`src/hw/rtl/alr_blend.sv`:
```
module alr_blend #(
    parameter int MAG_W  = 17,
    parameter int FADE_W = 10
) (
    input  logic                      clk,
    input  logic                      rst_n,
    input  logic                      start,
    input  logic [MAG_W-1:0]          mag,
    input  logic [FADE_W-1:0]         fade,
    input  logic [FADE_W-1:0]         divisor,
    output logic                      done,
    output logic [MAG_W+FADE_W-1:0]   quot
);

    localparam int PW    = MAG_W + FADE_W;
    localparam int CNT_W = $clog2(PW + 1);

    typedef enum logic [2:0] {
        BL_IDLE = 3'b001,
        BL_MUL  = 3'b010,
        BL_DIV  = 3'b100
    } bl_state_t;

    bl_state_t           st_reg;
    bl_state_t           st_next;
    logic [CNT_W-1:0]    cnt_reg;
    logic [CNT_W-1:0]    cnt_next;
    logic                done_reg;
    logic [PW-1:0]       work_reg;
    logic [MAG_W-1:0]    mag_reg;
    logic [FADE_W-1:0]   fade_reg;
    logic [FADE_W-1:0]   div_reg;
    logic [FADE_W-1:0]   rem_reg;

    logic [PW-1:0]       mul_sum;
    logic [FADE_W:0]     rem_shift;
    logic [FADE_W:0]     rem_sub;
    logic                rem_ge;

    assign mul_sum   = {work_reg[PW-2:0], 1'b0}
                     + (fade_reg[FADE_W-1] ? PW'(mag_reg) : PW'(0));
    assign rem_shift = {rem_reg, work_reg[PW-1]};
    assign rem_ge    = rem_shift >= {1'b0, div_reg};
    assign rem_sub   = rem_shift - {1'b0, div_reg};

    always_comb
    begin
        st_next  = st_reg;
        cnt_next = cnt_reg;
        case (st_reg)
            BL_IDLE:
            begin
                if (start)
                begin
                    st_next  = BL_MUL;
                    cnt_next = CNT_W'(FADE_W);
                end
            end
            BL_MUL:
            begin
                cnt_next = cnt_reg - CNT_W'(1);
                if (cnt_reg == CNT_W'(1))
                begin
                    st_next  = BL_DIV;
                    cnt_next = CNT_W'(PW);
                end
            end
            BL_DIV:
            begin
                cnt_next = cnt_reg - CNT_W'(1);
                if (cnt_reg == CNT_W'(1))
                begin
                    st_next = BL_IDLE;
                end
            end
            default:
            begin
                st_next = BL_IDLE;
            end
        endcase
    end

    always_ff @(posedge clk or negedge rst_n)
    begin
        if (!rst_n)
        begin
            st_reg   <= BL_IDLE;
            cnt_reg  <= '0;
            done_reg <= 1'b0;
        end
        else
        begin
            st_reg   <= st_next;
            cnt_reg  <= cnt_next;
            done_reg <= (st_reg == BL_DIV) && (cnt_reg == CNT_W'(1));
        end
    end

    always_ff @(posedge clk)
    begin
        case (st_reg)
            BL_IDLE:
            begin
                if (start)
                begin
                    work_reg <= '0;
                    mag_reg  <= mag;
                    fade_reg <= fade;
                    div_reg  <= divisor;
                    rem_reg  <= '0;
                end
            end
            BL_MUL:
            begin
                work_reg <= mul_sum;
                fade_reg <= {fade_reg[FADE_W-2:0], 1'b0};
            end
            BL_DIV:
            begin
                rem_reg  <= rem_ge ? rem_sub[FADE_W-1:0] : rem_shift[FADE_W-1:0];
                work_reg <= {work_reg[PW-2:0], rem_ge};
            end
            default:
            begin
                rem_reg <= rem_reg;
            end
        endcase
    end

    assign done = done_reg;
    assign quot = work_reg;

endmodule

```
`config.mk`:
```
export PLATFORM = sky130hd
export DESIGN_NAME = alr_blend
export DESIGN_NICKNAME = d
export VERILOG_FILES = /design/src/hw/rtl/alr_blend.sv
export SDC_FILE = /design/constraint.sdc
export NUM_CORES = 1
export LEC_CHECK = 0
export ABC_AREA = 1
export BUFFER_PORTS_ARGS = -buffer_cell sky130_fd_sc_hd__buf_2
export CORE_MARGIN = 2
export CORE_UTILIZATION = 36
export CTS_CLUSTER_DIAMETER = 200
export DETAILED_ROUTE_END_ITERATION = 12
export GPL_TIMING_DRIVEN = 0
export REMOVE_ABC_BUFFERS = 1
export SYNTH_ARGS = -nofsm -noshare
export SYNTH_HDL_FRONTEND = slang
export SYNTH_SLANG_ARGS = --single-unit
```
`constraint.sdc`:
```
create_clock -name clk -period 8.2 [get_ports clk]
set_input_delay 0.41 -clock clk [delete_from_list [all_inputs] [get_ports clk]]
set_output_delay 0.41 -clock clk [all_outputs]
set_load 0.05 [all_outputs]
```
==> results of run 1 <==
power by group:
part	switching, W	internal, W	total, W	leakage (nW)
Clock	0.000169	0.000299	0.000468	0.161
Combinational	0.000769	0.000290	0.00106	2.20
Sequential	0.000104	0.000645	0.000748	0.818
Total	0.00104	0.00123	0.00228	3.18
cells in the final DEF, fill, tap and decap left out:
cell	instances
o21ai_1	6
nand4_1	6
edfxtp_1	74
dfrtp_1	8
nand3_2	2
a21oi_2	1
o21ai_0	26
ha_1	28
nand3_1	40
inv_1	125
clkbuf_1	3
o22ai_1	2
or2_2	1
nor2_4	1
a21oi_1	20
xor2_1	7
a22o_1	1
nand3b_1	3
nor3_1	5
nand2_4	1
a21boi_0	1
clkbuf_16	9
nor2_1	71
dfstp_2	1
inv_2	1
clkinv_1	1
o21ai_2	2
clkinv_4	1
xnor2_1	4
bufinv_16	3
dlygate4sd3_1	1
fa_1	2
buf_2	67
o21bai_1	3
nand2_1	264
nor2_2	1
nand2_2	4
metrics by stage:
step | cell area (um^2) | worst slack, ns | power, W | util | std cells
2_1_floorplan | 5363 | 4.981 | 0.001535 | - | 712
3_3_place_gp | 5928 | 3.493 | 0.001805 | 0.4063 | 963
3_5_place_dp | 5936 | 4.935 | 0.001819 | 0.4069 | 963
4_1_cts | 6281 | 4.934 | 0.002293 | 0.4305 | 980
5_1_grt | 6284 | 5.047 | 0.002452 | 0.4307 | 980
6_report | 6284 | 5.313 | 0.002275 | 0.4307 | 980
Yosys cell counts, types with 2 or more instances:
cell type / n
a21oi_1: 20
clkbuf_1: 7
dfrtp_1: 8
edfxtp_1: 74
fa_1: 2
ha_1: 28
inv_1: 125
nand2_1: 265
nand2_2: 3
nand3_1: 40
nand3_2: 2
nand3b_1: 3
nand4_1: 6
nor2_1: 72
nor3_1: 5
o21ai_0: 26
o21ai_1: 6
o21ai_2: 2
o21bai_1: 3
o22ai_1: 2
xnor2_1: 4
xor2_1: 7
cells by family after synthesis:
kind of cell	synth area share
and+or+nand+nor	0.2980
buffers and inverters	0.09732
DFF	0.4524
AOI/OAI and AO/OA	0.06241
adders and majority gates	0.07212
xor gates and xnor gates	0.01780
final timing paths:
| kind | depth (start not counted) | endpoint |
|---|---|---|
| max | 13 | quot[25] |
| min | 1 | mag_reg[3] |
| max reg2reg | 13 | quot[25] |
| min reg2reg | 2 | cnt_reg[1] |
| max in group asynchronous | 2 | st_reg[0] |
| min in group asynchronous | 2 | cnt_reg[0] |
routing by layer:
layer,part of all wire,global-route usage
met1,0.48,0.2315
met2,0.44,0.2636
met3,0.055,0.03205
met4,0.016,0.06658
met5,0,0
final cells by class:
cell class              instances  share of cell area
well taps                     184             0.03664
inverters                     127             0.07587
repair buffers                 68             0.05496
clock buffers                  12             0.03763
multi-input cells             502              0.3895
flip-flops and latches         83              0.3897
clock inverters                 4             0.01573
critical path, delay by kind of cell, from the launching register on:
family / cells / cell delay [ns]
buffers and inverters: 2 / 0.16
AO/OA/AOI/OAI: 1 / 0.10
AND/OR/NAND/NOR: 8 / 0.92
adder cells (fa/ha/maj): 2 / 0.68
flip-flops: 1 / 0.77
timing repair:
| item | in CTS | in global routing |
|---|---|---|
| endpoints found under the setup margin | 0 | 0 |
| hold buffers | 1 | 0 |
| endpoints found under the hold margin | 8 | 0 |
==> run summary, run 1 <==
status: complete, no violations
largest net degree at the start of global routing: 35
max-slew violations: 0
warnings from Yosys: 0
Reg area: 0.002449 mm^2
Worst EP arrival: 2.98 ns
number of synthesized flops with an enable pin: 74
worst setup path start: fade_reg[9]
CTS Buf Count: 9
io pins: 68
drt initial violations: 260
Initial Utilization: 0.3710
Hold Startpoint: mag[3]
Hold WS: 0.2345 ns
multi-input logic area: 0.002447 mm^2
Synth Area per Inst: 7.497 um^2
post-CTS setup repair buffer count: 0
row count: 44
peak supply drop: 0.0001544 V
post-synthesis async set-or-reset flop share: 0.1084
first-pass GRT wire length: 21.39 mm
cell taking the most area after synthesis: edfxtp_1
Synth Cell Area: 0.005413 mm^2
number of vias per cell: 4.640
port buffer count: 67
CP Capture Type: flop
worst slew pin tran: 1.210 ns
synth top area cells: edfxtp_1 41%, nand2_1 18%, inv_1 8.7%
clk_lat worst skew: 0.35 ns
sequential fraction of the synthesis area: 0.4524
Critical Path RT: 8.30 ns
layout cell share with drive strength beyond 1: 0.1193
post-synthesis cell type count: 34
Final nets: 861
Post-DRT Antenna Nets: 0
top cell type's share of synthesized area: 0.4105
Tmin final: 2.887 ns
CORE AREA: 0.01459 mm^2
die height: 126.6 um
initial antenna violation count: 0
Die Area: 0.01603 mm^2
Max H-tree Level: 3
Max Cap Violations: 0
CP peak stage delay: 0.77 ns
RSZ-0062 raised after global routing: false
GRT Residual Overflow: 0
Top cell by count, worst path: nand2_1
Resized cells post-CTS: 0
prevailing post-synth register cell: edfxtp_1
Total Routed Length: 13.01 mm
flops & latches, synth: 83
vias in the first global route: 4,393
max reg flops: 27
Worst setup SP type: flop
Crit Path Class: reg2reg
Clock transition at path regs: 0.06 ns
Root Buffer: clkbuf_16
routed vias: 4,547
Power per Cell Area: 362.1 mW/mm^2
drt pass-1 iters: 5
reg2reg start: fade_reg[9]
GRT Resource Usage Total: 0.1686
gpl congestion: 0.9104
DR WL/cell: 13.27 um
relative slew slack: 0.1928
period utilization: 0.3520
crit path cell chain: nand2_1 -> inv_1 -> ha_1 -> inv_1 -> fa_1 -> nor2_1 -> o21ai_0 -> nand2_1 -> nand2_1 -> nand2_1 -> nand3_1 -> nand3_1 -> nand2_1
Die W: 126.6 um
Max Fclk: 0.3464 GHz
Worst Clk Skew: 0.004815 ns
Leak: 3.180 nW
HP Class: in2reg
Inserted Diodes: 0
CTS max path bufs: 2
Layout fillers: 1,473
Slowest cell on crit path: edfxtp_1
DRC: 0
slack of the worst reg-to-reg path: 5.31 ns
TritonCTS clock tree: done
hpwl dp: 9.699 mm
area grow syn2layout: 16.09%
TritonCTS Sinks: 83
setup violators final: 0
Post-Synthesis Cells: 722
critical path fanouts, max: 17
setup TNS: 0 ns
Final Hold Vio Count: 0
(Power assumes the default switching activity.)
==> inputs of run 2 (changes only) <==
==> constraint.sdc (replaced) <==
create_clock -name clk -period 2.3 [get_ports clk]
set_input_delay 0.115 -clock clk [delete_from_list [all_inputs] [get_ports clk]]
set_output_delay 0.115 -clock clk [all_outputs]
set_load 0.05 [all_outputs]
==> run summary, run 2 (synthesis results as in run 1) <==
CP peak stage delay: 0.43 ns
period utilization: 1.002
peak supply drop: 0.0005711 V
slack of the worst reg-to-reg path: -0.005 ns
Root Buffer: clkbuf_16
routed vias: 4,814
GRT Resource Usage Total: 0.1766
Inserted Diodes: 0
multi-input logic area: 0.002828 mm^2
non-filler cells, final: 1,017
max reg flops: 27
Crit path buffers/inverters: 3
first-pass GRT wire length: 22.34 mm
Slowest cell on crit path: edfxtp_1
Max Fclk: 0.4339 GHz
Max Cap Violations: 0
Layout fillers: 1,409
layout cell share with drive strength beyond 1: 0.1981
GRT Residual Overflow: 0
relative slew slack: 0.3662
RSZ-0062 raised after global routing: true
die height: 126.6 um
HP Class: in2reg
Critical Path RT: 2.41 ns
Clock transition at path regs: 0.06 ns
Worst Clk Skew: 0.008553 ns
Initial Utilization: 0.3710
Largest delay share family, worst path: simple AND/OR/NAND/NOR gates
max-slew violations: 0
most common cell after layout, fill and taps aside: nand2_1
clk_lat worst skew: 0.35 ns
row count: 44
initial antenna violation count: 0
crit path cell chain: buf_4 -> nand2_1 -> inv_1 -> ha_4 -> inv_1 -> fa_2 -> nor2_4 -> o21ai_0 -> nand2_1 -> nand2_1 -> nand2_2 -> nand3_1 -> nand3_1 -> nand2_1
Leak: 3.369 nW
Post-DRT Antenna Nets: 0
TritonCTS clock tree: done
Die W: 126.6 um
gpl congestion: 0.9104
CP Capture Type: flop
PnR worst setup slack: -0.004946 ns
area grow syn2layout: 29.57%
setup violators final: 1
Worst EP arrival: 2.41 ns
io pins: 68
worst setup path start: fade_reg[9]
largest net degree at the start of global routing: 35
failing checks: negative setup slack
Power per Cell Area: 1281 mW/mm^2
critical path fanouts, max: 4
DRC: 0
setup TNS: -0.004946 ns
commonest non-fill, non-tap cells in the layout: 244 x nand2_1, 124 x inv_1, 74 x edfxtp_1
Die Area: 0.01603 mm^2
hpwl dp: 9.699 mm
CTS Buf Count: 9
Top cell by count, worst path: nand2_1
TritonCTS Sinks: 83
drt pass-1 iters: 5
Max H-tree Level: 3
DR WL/cell: 13.94 um
Final Hold Vio Count: 0
Worst setup SP type: flop
Tmin final: 2.305 ns
drt initial violations: 291
vias in the first global route: 4,593
CORE AREA: 0.01459 mm^2
Reg area: 0.002449 mm^2
port buffer count: 67
status: complete, but fails checks
Crit Path Class: reg2reg
CTS max path bufs: 2
worst slew pin tran: 0.9497 ns
placed insts: 963
Final nets: 898
reg2reg start: fade_reg[9]
Hold Startpoint: fade[6]
number of vias per cell: 4.734
Total Routed Length: 14.18 mm
==> run 2: repair_timing <==
| action | in CTS | in global routing |
|---|---|---|
| hold endpoints to repair | 37 | 0 |
| buffers inserted | 5 | 3 |
| hold buffers | 29 | 0 |
| setup endpoints to repair | 84 | 50 |
| resized for setup | 16 | 73 |
| gates cloned | 1 | 0 |
| pin swaps | 3 | 2 |
==> run 2: worst reg2reg max path, stage by stage (launching register included) <==
cell      delay [ns]
edfxtp_1        0.43
buf_4           0.15
nand2_1         0.05
inv_1           0.08
ha_4            0.16
inv_1           0.06
fa_2            0.39
nor2_4          0.14
o21ai_0         0.09
nand2_1         0.12
nand2_1         0.08
nand2_2         0.11
nand3_1         0.08
nand3_1         0.08
nand2_1         0.06
==> run 2: worst paths after layout <==
| path | endpoint | cells after the start |
|---|---|---|
| worst max-delay path | quot[25] | 14 |
| worst min-delay path | fade_reg[6] | 3 |
| worst max register to register | quot[25] | 14 |
| worst min register to register | cnt_reg[1] | 2 |
| max in group asynchronous | st_reg[0] | 2 |
| min in group asynchronous | done | 2 |
==> run 2: routing by layer <==
layer | share of wire | global-route usage
met1 | 0.48 | 0.2399
met2 | 0.46 | 0.2837
met3 | 0.044 | 0.02952
met4 | 0.018 | 0.06658
met5 | 0 | 0
==> run 2: through the flow <==
step | instance area (um^2) | util | worst slack (ns) | total power, W | hold WS, ns
after floorplan | 5363 | - | -0.9192 | 0.005472 | -0.1806
after global placement | 5928 | 0.4063 | -2.407 | 0.006436 | -0.01268
after detailed placement | 5936 | 0.4069 | -0.9655 | 0.006485 | -0.01135
after CTS | 6660 | 0.4565 | 0.0004308 | 0.008355 | 0.02522
after global routing | 7013 | 0.4807 | -0.1376 | 0.009578 | 0.05532
final | 7013 | 0.4807 | -0.004946 | 0.008981 | 0.03479
==> run 2: area by class of cell <==
| type | instances | area share |
|---|---|---|
| Multi-Input combinational cell | 503 | 0.4032 |
| Timing Repair Buffer | 104 | 0.09831 |
| Tap cell | 184 | 0.03283 |
| Clock inverter | 4 | 0.01409 |
| Inverter | 127 | 0.06869 |
| Sequential cell | 83 | 0.3492 |
| Clock buffer | 12 | 0.03372 |
==> run 2: where the power goes <==
| group | switching (W) | internal (W) | leakage [nW] |
|---|---|---|---|
| clock network | 0.000621 | 0.00107 | 0.161 |
| logic | 0.00312 | 0.00148 | 2.39 |
| registers | 0.000406 | 0.00230 | 0.818 |
==> inputs of run 3 (changes only) <==
--- a/config.mk
+++ b/config.mk
@@ -7,11 +7,14 @@
 export LEC_CHECK = 0
 export ABC_AREA = 1
 export BUFFER_PORTS_ARGS = -buffer_cell sky130_fd_sc_hd__buf_2
+export CELL_PAD_IN_SITES_DETAIL_PLACEMENT = 1
+export CELL_PAD_IN_SITES_GLOBAL_PLACEMENT = 1
 export CORE_MARGIN = 2
-export CORE_UTILIZATION = 36
+export CORE_UTILIZATION = 39
 export CTS_CLUSTER_DIAMETER = 200
 export DETAILED_ROUTE_END_ITERATION = 12
 export GPL_TIMING_DRIVEN = 0
+export PLACE_DENSITY_LB_ADDON = 0.1
 export REMOVE_ABC_BUFFERS = 1
 export SYNTH_ARGS = -nofsm -noshare
 export SYNTH_HDL_FRONTEND = slang
==> run summary, run 3 (synthesis results as in run 1) <==
status: complete, no violations
die height: 121.8 um
routed vias: 4,942
clk_lat worst skew: 0.36 ns
met3 usage: 0.04588
setup violators final: 0
Inserted Diodes: 0
Total Routed Length: 15.88 mm
period utilization: 0.9699
first-pass GRT wire length: 24.91 mm
worst slew pin tran: 0.7178 ns
max reg flops: 27
number of vias per cell: 4.879
Initial Utilization: 0.3945
Post-DP Area: 0.005978 mm^2
gpl congestion: 0.8710
hold path cells: 3
Max Cap Violations: 0
area grow syn2layout: 29.52%
Worst EP arrival: 2.33 ns
Final Hold Vio Count: 0
DRC: 0
Slowest cell on crit path: edfxtp_1
Largest delay share family, worst path: simple AND/OR/NAND/NOR gates
GRT Resource Usage Total: 0.2183
placed insts: 961
Leak: 3.364 nW
max-slew violations: 0
TritonCTS clock tree: done
Max Fclk: 0.4483 GHz
Crit Path Class: reg2reg
Crit path buffers/inverters: 2
Worst setup SP type: flop
Final Cell Area: 0.007010 mm^2
row count: 43
CTS Buf Count: 9
Final nets: 898
met1 Usage GRT: 0.2926
drt initial violations: 260
CORE AREA: 0.01372 mm^2
Die Area: 0.01484 mm^2
RSZ-0062 raised after global routing: true
most common cell after layout, fill and taps aside: nand2_1
hpwl dp: 11.40 mm
CP Capture Type: flop
Die W: 121.8 um
Critical Path RT: 2.40 ns
peak supply drop: 0.0005974 V
port buffer count: 67
Layout fillers: 1,681
Root Buffer: clkbuf_16
TritonCTS Sinks: 83
Max H-tree Level: 3
commonest non-fill, non-tap cells in the layout: 241 x nand2_1, 123 x inv_1, 74 x edfxtp_1
HP Class: in2reg
layout cell share with drive strength beyond 1: 0.2077
vias in the first global route: 4,997
Top cell by count, worst path: nand2_1
Power per Cell Area: 1268 mW/mm^2
relative slew slack: 0.5205
critical path fanouts, max: 12
Tmin final: 2.231 ns
most used routing layer: met2
Clock transition at path regs: 0.07 ns
non-filler cells, final: 1,013
DR WL/cell: 15.68 um
CP peak stage delay: 0.44 ns
drt pass-1 iters: 4
CTS max path bufs: 2
crit path cell chain: buf_6 -> nand2_1 -> inv_1 -> ha_4 -> nand2_1 -> nand2_1 -> nand2_1 -> nand2_1 -> nand2_1 -> nand3_2 -> nand2_1 -> nand2_1 -> nand2_1 -> nand3_1 -> nand2_1
initial antenna violation count: 0
Post-DRT Antenna Nets: 0
met2 Use GR: 0.3596
Worst Clk Skew: 0.01259 ns
GRT Residual Overflow: 0
Crit path depth: 15
largest net degree at the start of global routing: 35
io pins: 68
worst r2r path cells: 15
Final Util: 0.5110
run 3: changes by cell type in the layout (fill, tap and decap cells not counted), sizes merged:
cell	delta
clkinv	+2
buf	+1
clkbuf	-2
inv	+3
nor2	-1
bufinv	-3
run 3: worst reg2reg max path, delay by kind of cell (launching register included):
family,cells,cell delay (ns)
AND/OR/NAND/NOR,12,1.00
flip-flops,1,0.44
adder cells (fa/ha/maj),1,0.30
buffers and inverters,2,0.25
run 3: path summary, 6_finish.rpt:
| kind | start | to | slack, ns |
|---|---|---|---|
| min reg2reg | cnt_reg[1] | cnt_reg[1] | 0.52 |
| max reg2reg | fade_reg[9] | quot[26] | 0.07 |
| min | fade[8] | fade_reg[8] | 0.03 |
| min in group asynchronous | rst_n | st_reg[2] | 0.14 |
| max | fade_reg[9] | quot[26] | 0.07 |
| max in group asynchronous | rst_n | st_reg[0] | 1.92 |
run 3: where the power goes:
group	internal, W	total, W	switching, W
Clock	0.000745	0.00140	0.000659
Combinational	0.00155	0.00480	0.00325
Sequential	0.00229	0.00269	0.000398
Total	0.00458	0.00889	0.00431
run 3: layer usage:
layer	part of all wire	wire [um]	vias up
met5	0	0	-
met2	0.47	7544	82
met3	0.036	573	13
met1	0.48	7611	2354
li1	-	-	2493
met4	0.0097	154	0
run 3: what timing repair did:
item,4_1_cts,5_1_grt
endpoints found under the hold margin,37,0
resized for setup,29,70
pin swaps,3,1
setup endpoints to repair,68,29
setup buffers,4,3
hold buffers,29,0
run 3: final cells by class:
class                   count  area [um^2]  area share
inverters                 127        481.7     0.06871
repair buffers            105        729.5      0.1041
multi-input cells         502         2849      0.4064
clock buffers              10        229.0     0.03266
flip-flops and latches     83         2449      0.3493
clock inverters             6        47.55    0.006782
well taps                 180        225.2     0.03213
run 3: per-stage QoR:
step / setup TNS [ns] / power [W] / hold slack (ns) / worst slack, ns
final: 0 / 0.008890 / 0.02750 / 0.06925
after global routing: -0.7018 / 0.009549 / 0.03618 / -0.1250
after floorplan: -37.93 / 0.005472 / -0.1806 / -0.9192
after global placement: -154.19 / 0.006491 / -0.02499 / -2.605
after detailed placement: -18.74 / 0.006693 / -0.01854 / -0.6984
after CTS: -0.07414 / 0.008367 / 0.01425 / -0.03030
